## config.mk

```make
export PLATFORM = sky130hd
export DESIGN_NAME = onewire_rom_search_engine_top
export DESIGN_NICKNAME = d
export VERILOG_FILES = /design/src/ows_pkg.sv /design/src/ows_step.sv /design/src/onewire_rom_search_engine_top.sv
export SDC_FILE = /design/constraint.sdc
export NUM_CORES = 1
export LEC_CHECK = 0
export ABC_AREA = 1
export BUFFER_PORTS_ARGS = -buffer_cell sky130_fd_sc_hd__buf_2
export CAP_MARGIN = 20
export CORE_UTILIZATION = 60
export CTS_CLUSTER_DIAMETER = 60
export DETAILED_ROUTE_END_ITERATION = 10
export HOLD_SLACK_MARGIN = 0.08
export PLACE_DENSITY_LB_ADDON = 0.15
export SETUP_SLACK_MARGIN = 0.2
export SLEW_MARGIN = 20
export SYNTH_ARGS = -nofsm -noshare
export SYNTH_HDL_FRONTEND = slang
export SYNTH_HIERARCHICAL = 1
export SYNTH_SLANG_ARGS = --single-unit
```

## constraint.sdc

```tcl
create_clock -name aclk -period 6 [get_ports aclk]
set_input_delay 0 -clock aclk [delete_from_list [all_inputs] [get_ports aclk]]
set_output_delay 0 -clock aclk [all_outputs]
set_load 0.05 [all_outputs]
```

## src/ows_pkg.sv

```systemverilog
`timescale 1ns / 1ps
// shared types and constants for the onewire rom search engine
// no dependencies; used by ows_step and onewire_rom_search_engine_top
package ows_pkg;

    localparam int ROM_BITS_DEF = 64;
    localparam int POS_W        = 6;
    localparam int ROM_OUT_W    = 64;

    typedef enum logic [1:0] {
        OP_CLEAR   = 2'd0,
        OP_START   = 2'd1,
        OP_TRIPLET = 2'd2
    } opcode_t;

    typedef enum logic [2:0] {
        KIND_REQUEST = 3'd0,
        KIND_DONE    = 3'd1,
        KIND_NORESP  = 3'd2,
        KIND_OVER    = 3'd3,
        KIND_CLEARED = 3'd4,
        KIND_IGNORED = 3'd5
    } kind_t;

    typedef struct packed {
        logic [POS_W-1:0] last_disc;
        logic             disc_valid;
        logic [POS_W-1:0] zero_pos;
        logic             zero_seen;
        logic [POS_W-1:0] bit_pos;
        logic             pass_active;
        logic             enum_done;
    } search_state_t;

    typedef struct packed {
        kind_t                kind;
        logic                 req_dir;
        logic [ROM_OUT_W-1:0] found_rom;
        logic                 was_last;
    } search_result_t;

endpackage

```

## src/ows_step.sv

```systemverilog
`timescale 1ns / 1ps
// one search step: next search state, rom and result for one request
// depends on ows_pkg
module ows_step import ows_pkg::*; #(
    parameter int ROM_BITS = ROM_BITS_DEF
) (
    input  search_state_t       state_i,
    input  logic [ROM_BITS-1:0] rom_i,
    input  logic [1:0]          opcode,
    input  logic                id_bit,
    input  logic                complement_bit,
    input  logic                taken_direction,
    output search_state_t       state_o,
    output logic [ROM_BITS-1:0] rom_o,
    output search_result_t      res_o
);

    localparam int IDX_W = (ROM_BITS > 1) ? $clog2(ROM_BITS) : 1;
    localparam logic [POS_W-1:0] LAST_POS = POS_W'(ROM_BITS - 1);

    logic [POS_W-1:0] next_pos;
    logic [IDX_W-1:0] cur_idx;

    // direction rule, steered by the last discrepancy of the previous pass
    function automatic logic dir_at(input logic [POS_W-1:0] pos);
        logic d;
        if (!state_i.disc_valid) begin
            d = 1'b0;
        end else if (pos < state_i.last_disc) begin
            d = rom_i[pos[IDX_W-1:0]];
        end else begin
            d = (pos == state_i.last_disc);
        end
        return d;
    endfunction

    assign cur_idx  = state_i.bit_pos[IDX_W-1:0];
    assign next_pos = state_i.bit_pos + POS_W'(1);

    always_comb begin
        state_o         = state_i;
        rom_o           = rom_i;
        res_o.kind      = KIND_IGNORED;
        res_o.req_dir   = 1'b0;
        res_o.found_rom = '0;
        res_o.was_last  = 1'b0;
        case (opcode)
            OP_CLEAR: begin
                state_o   = '0;
                rom_o     = '0;
                res_o.kind = KIND_CLEARED;
            end
            OP_START: begin
                if (state_i.enum_done) begin
                    res_o.kind = KIND_OVER;
                end else begin
                    state_o.pass_active = 1'b1;
                    state_o.bit_pos     = '0;
                    state_o.zero_seen   = 1'b0;
                    state_o.zero_pos    = '0;
                    res_o.kind          = KIND_REQUEST;
                    res_o.req_dir       = dir_at('0);
                end
            end
            OP_TRIPLET: begin
                if (state_i.pass_active) begin
                    if (id_bit && complement_bit) begin
                        // nobody answered: abort, keep discrepancy for a retry
                        state_o.pass_active = 1'b0;
                        res_o.kind          = KIND_NORESP;
                    end else begin
                        if (!id_bit && !complement_bit && !taken_direction) begin
                            state_o.zero_pos  = state_i.bit_pos;
                            state_o.zero_seen = 1'b1;
                        end
                        rom_o[cur_idx] = taken_direction;
                        if (state_i.bit_pos >= LAST_POS) begin
                            state_o.pass_active = 1'b0;
                            res_o.kind          = KIND_DONE;
                            res_o.found_rom     = ROM_OUT_W'(rom_o);
                            if (state_o.zero_seen) begin
                                state_o.last_disc  = state_o.zero_pos;
                                state_o.disc_valid = 1'b1;
                            end else begin
                                state_o.enum_done = 1'b1;
                                res_o.was_last    = 1'b1;
                            end
                        end else begin
                            state_o.bit_pos = next_pos;
                            res_o.kind      = KIND_REQUEST;
                            res_o.req_dir   = dir_at(next_pos);
                        end
                    end
                end
            end
            default: begin
                res_o.kind = KIND_IGNORED;
            end
        endcase
    end

endmodule

```

## src/onewire_rom_search_engine_top.sv

```systemverilog
`timescale 1ns / 1ps
// top level of the onewire rom search engine: request register, search
// state, result register; depends on ows_pkg and ows_step
//
// usage:
//   s_ channel carries requests: s_tuser is the opcode (clear, start pass,
//   triplet result), s_tdata carries the three status bits of a triplet.
//   m_ channel gives exactly one result per request: m_tuser is the result
//   kind, m_tdata holds the direction for the next triplet and the found rom,
//   m_tlast flags the pass that ended the enumeration.
//   an accepted request passes through the request register, then the result
//   register. throughput is one request per cycle while the receiver keeps
//   m_tready high; the search state update is the loop that sets it.
//   each request sees the search state left by the one before it.
//   reset (aresetn low, synchronous) empties both registers and returns the
//   search state and rom to zero, as a clear request does.
//   when the receiver stalls the result holds in m_tdata/m_tuser/m_tlast; one
//   further request may be taken into the request register, then s_tready
//   drops until the result is taken.
module onewire_rom_search_engine_top import ows_pkg::*; #(
    parameter int ROM_BITS = ROM_BITS_DEF
) (
    input  logic        aclk,
    input  logic        aresetn,
    input  logic        s_tvalid,
    output logic        s_tready,
    input  logic [7:0]  s_tdata,   // [0] id_bit, [1] complement_bit, [2] taken_direction
    input  logic [1:0]  s_tuser,   // [1:0] opcode
    output logic        m_tvalid,
    input  logic        m_tready,
    output logic [71:0] m_tdata,   // [0] request_direction, [64:1] found_rom
    output logic [2:0]  m_tuser,   // [2:0] result_kind
    output logic        m_tlast    // was_last
);

    logic                in_valid_reg;
    logic [1:0]          op_reg;
    logic [2:0]          bits_reg;
    logic                out_valid_reg;
    search_result_t      res_reg;
    search_state_t       state_reg;
    logic [ROM_BITS-1:0] rom_reg;

    search_state_t       state_next;
    logic [ROM_BITS-1:0] rom_next;
    search_result_t      res_next;
    logic                out_free;
    logic                advance;

    assign out_free = !out_valid_reg || m_tready;
    assign advance  = in_valid_reg && out_free;
    assign s_tready = !in_valid_reg || out_free;

    ows_step #(
        .ROM_BITS(ROM_BITS)
    ) u_step (
        .state_i         (state_reg),
        .rom_i           (rom_reg),
        .opcode          (op_reg),
        .id_bit          (bits_reg[0]),
        .complement_bit  (bits_reg[1]),
        .taken_direction (bits_reg[2]),
        .state_o         (state_next),
        .rom_o           (rom_next),
        .res_o           (res_next)
    );

    always_ff @(posedge aclk) begin
        if (!aresetn) begin
            in_valid_reg  <= 1'b0;
            out_valid_reg <= 1'b0;
            state_reg     <= '0;
            rom_reg       <= '0;
        end else begin
            if (s_tvalid && s_tready) begin
                in_valid_reg <= 1'b1;
            end else if (advance) begin
                in_valid_reg <= 1'b0;
            end
            if (advance) begin
                out_valid_reg <= 1'b1;
                state_reg     <= state_next;
                rom_reg       <= rom_next;
            end else if (m_tready) begin
                out_valid_reg <= 1'b0;
            end
        end
    end

    // payload registers
    always_ff @(posedge aclk) begin
        if (s_tvalid && s_tready) begin
            op_reg   <= s_tuser;
            bits_reg <= s_tdata[2:0];
        end
        if (advance) begin
            res_reg <= res_next;
        end
    end

    assign m_tvalid = out_valid_reg;
    assign m_tdata  = {7'd0, res_reg.found_rom, res_reg.req_dir};
    assign m_tuser  = res_reg.kind;
    assign m_tlast  = res_reg.was_last;

    // enumeration over means no pass can still be running
    a_done_idle: assert property (@(posedge aclk) disable iff (!aresetn)
        state_reg.enum_done |-> !state_reg.pass_active)
        else $error("pass active after enumeration end");

    // only a completed pass carries a rom or a last flag
    a_rom_only_done: assert property (@(posedge aclk) disable iff (!aresetn)
        (m_tvalid && m_tuser != KIND_DONE) |-> (m_tdata[64:1] == '0 && !m_tlast))
        else $error("rom or last flag outside pass complete");

    // a direction request only while a pass is running
    a_req_in_pass: assert property (@(posedge aclk) disable iff (!aresetn)
        (advance && res_next.kind == KIND_REQUEST) |=> state_reg.pass_active)
        else $error("triplet request without active pass");

    a_reset_empty: assert property (@(posedge aclk)
        !aresetn |=> (!m_tvalid && !in_valid_reg))
        else $error("result valid after reset");

endmodule
```

==> results by group <==
Outcome
  – Status: finished clean

Power and ir drop
  – Clk pwr share: 0.367
  – Worst VDD drop: 0.0002188 V
  – Logic pwr share: 0.185
  – PwrDens: 267.7 mW/mm^2
  – Sequential power share: 0.447
  – Internal: 0.001952 W
  – Switching pwr: 0.0008486 W
  – Power, Total: 0.002801 W
  – Lkg Pwr: 4.120 nW
  – Switching part of the total: 0.3030

Timing
  – Fin Clk Skew: 0.006637 ns
  – Slew of the pin with the lowest slew margin: 1.273 ns
  – RSZ-0062 raised after global routing: no
  – Slew headroom: 0.1448
  – Final setup TNS: 0 ns
  – Max Clk Rate: 285.6 MHz
  – Final Hold Viols: 0
  – Final Max Slew Viols: 0
  – Post-route minimum period: 3.501 ns
  – # setup viols final: 0
  – Final worst path period share: 0.5835

Yosys
  – Seq cells post-synth: 162
  – Yosys cell types: 32
  – Synth warn: 6
  – Area share of the largest cell type after synthesis: 0.2304
  – Mean Syn Cell Area: 7.130 sq um
  – Simple-Gate Fraction of Synth Area: 0.2351
  – Largest cells by area after synthesis: edfxtp_1 (23%), dfxtp_1 (18%), nand3_1 (8.0%)
  – Post-synthesis mux area share: 0
  – Synth Cell Area: 0.009647 sq mm
  – Adder-cell area share of the yosys netlist: 0.01427
  – Largest family of logic cells by synthesized area: simple AND/OR/NAND/NOR gates
  – Compound-cell area share of the yosys netlist: 0.1886
  – Seq/Total Area, Yosys: 0.4130
  – Area leader, netlist: edfxtp_1
  – Post-Synthesis Cells: 1353
  – Post-synthesis xor/xnor area fraction: 0.0009079

Routing
  – Initial DRC count: 1095
  – Post-DR wirelength/cell: 15.64 um
  – Pre-antenna DRT Iters: 5
  – Detailed-route via count: 9218
  – # DRC: 0
  – Antenna viol nets, final: 0
  – Vias/cell: 5.787
  – Total Wirelength: 24.91 mm

Setup path
  – Crit Path Category: reg2reg
  – CP cell instances: buf_4 > inv_2 > nor3_1 > inv_1 > nor2_1 > nand2_1 > o21ai_0 > o22ai_1 > inv_1 > nand3_1 > nand2_1 > nor2_1
  – Worst Path Arrival: 3.82 ns
  – Crit start category: flop
  – Crit path max fanout: 42
  – Crit-path max cell delay: 1.09 ns
  – Worst R2R Setup Slack: 2.50 ns
  – CP endpoint kind: flop
  – Slowest cell on crit path: nor3_1
  – Worst EP required: 6.32 ns

Die
  – Initial Util: 0.6253
  – Die Span Y: 128.8 um
  – Die W: 128.8 um
  – Cell Rows: 45
  – Top Ports: 92
  – Die area: 0.01659 sq mm
  – Core footprint: 0.01543 sq mm

Placement
  – DP HPWL: 14.28 mm
  – Routability cong.: 0.9065
  – IO buf count: 79

Clocking
  – Clock Sinks: 162
  – Setup bufs post-CTS: 0
  – CTS tree: done
  – H-tree depth: 4
  – CTS resizes: 0
  – Clk slew on worst S/H paths: 0.06 ns
  – Worst skew pair latency: 0.43 ns
  – Max Buffers Root-to-Sink: 2
  – CTS Root Cell: clkbuf_16
  – CTS Buf Count: 17

Finish
  – Synth-to-layout area growth: 8.470%
  – Number of diodes: 0
  – Nets@finish: 1394
  – Share of layout cells above drive strength 1: 0.1035
  – Max reg flops: 65

GRT
  – Pin count of the biggest net entering global routing: 118
  – Vias in the first global route: 7857
  – GRT Residual Overflow: 0
  – Gr usage total: 0.3059
  – Initial antenna violation count: 0
  – First-pass GRT wire length: 39.58 mm

Worst hold path
  – Hold Path Class: in2reg

Job
  – Max-cap violations: 0
==> cell type report <==
type,instances,area [sq um]
Inverter,205,769.5
Timing Repair Buffer,101,581.8
Tap cell,211,264.0
Clock buffer,22,464.2
Clock inverter,10,86.33
Multi-Input combinational cell,882,4310
Sequential cell,162,3988
Fill cell,1400,4964
==> Yosys cell counts, drive strengths merged <==
master    n
xor2      1
o32ai     7
ha       11
o21ai    29
o21bai    1
nand3   155
o31ai     2
o221ai    3
dfxtp    88
clkinv    2
inv     203
a31oi    56
edfxtp   74
buf      74
clkbuf   36
o22ai    71
nor2    184
nand2   192
conb      1
a21oi   153
nor3      9
nand4     1
==> logic make-up (layout without fill, tap and decap cells) <==
logic type                 Yosys count  in the layout
DFF                                162            162
and+or+nand+nor                    541            541
AOI/OAI and AO/OA                  322            322
adders and majority gates           11             11
xor gates and xnor gates             1              1
other                                1              7
buffers and inverters              315            338
==> cells in the final DEF (no fill, tap or decap), drive strengths merged, types with 7 or more instances in the layout <==
| cell | netlist | layout |
|---|---|---|
| dlygate4sd3 | 0 | 7 |
| dfxtp | 88 | 88 |
| o22ai | 71 | 71 |
| ha | 11 | 11 |
| clkbuf | 36 | 22 |
| a31oi | 56 | 56 |
| inv | 203 | 203 |
| a21oi | 153 | 153 |
| nand3 | 155 | 155 |
| o21ai | 29 | 29 |
| clkinv | 2 | 8 |
| nand2 | 192 | 192 |
| edfxtp | 74 | 74 |
| nor3 | 9 | 9 |
| buf | 74 | 94 |
| o32ai | 7 | 7 |
| nor2 | 184 | 184 |
| conb | 1 | 7 |
==> power by group through the flow <==
| stage | combinational [W] | sequential (W) | clock, W |
|---|---|---|---|
| 5_1_grt | 0.000572 | 0.00126 | 0.00108 |
| 2_1_floorplan | 0.000370 | 0.00131 | 0 |
| 6_report | 0.000519 | 0.00125 | 0.00103 |
| 4_1_cts | 0.000507 | 0.00125 | 0.00103 |
| 3_5_place_dp | 0.000501 | 0.00127 | 0 |
| 3_3_place_gp | 0.000492 | 0.00127 | 0 |
==> metal layers <==
metal  track usage  vias up  part of all wire
met5             0        -                 0
met2        0.4696      461              0.45
met4        0.1363        0             0.026
met1        0.4188     4168              0.44
met3       0.06029       55             0.088
li1              -     4534                 -
==> what timing repair did <==
action	CTS	global route
endpoints found under the hold margin	11	0
hold buffers	7	0
endpoints found under the setup margin	0	0
==> critical path, delay by kind of cell, from the launching register on <==
| family | cells | cell delay (ns) |
|---|---|---|
| buf+inv | 4 | 1.19 |
| simple gates | 6 | 1.59 |
| flops | 1 | 0.33 |
| compound gates | 2 | 0.27 |
==> per-stage QoR <==
step / area [sq um] / worst slack (ns) / cells / hold WS, ns / util
finish: 10460 / 2.499 / 1593 / 0.2076 / 0.6783
global route: 10460 / 2.446 / 1593 / 0.2314 / 0.6783
CTS: 10440 / 2.676 / 1593 / 0.2122 / 0.6770
detailed placement: 9823 / 2.683 / 1554 / 0.1781 / 0.6367
global placement: 9823 / 2.710 / 1554 / 0.1763 / 0.6367
floorplan: 9669 / 1.436 / 1359 / 0.09887 / -
==> path summary, 6_finish.rpt <==
path / start / to / cells after the start
worst max-delay path: state_reg[2] / rom_reg[29] / 12
worst min-delay path: m_tready / m_tdata[64] / 3
worst max register to register: state_reg[2] / rom_reg[29] / 12
worst min register to register: state_reg[19] / state_reg[19] / 2
Note: power is estimated with default switching activity, not from simulation.
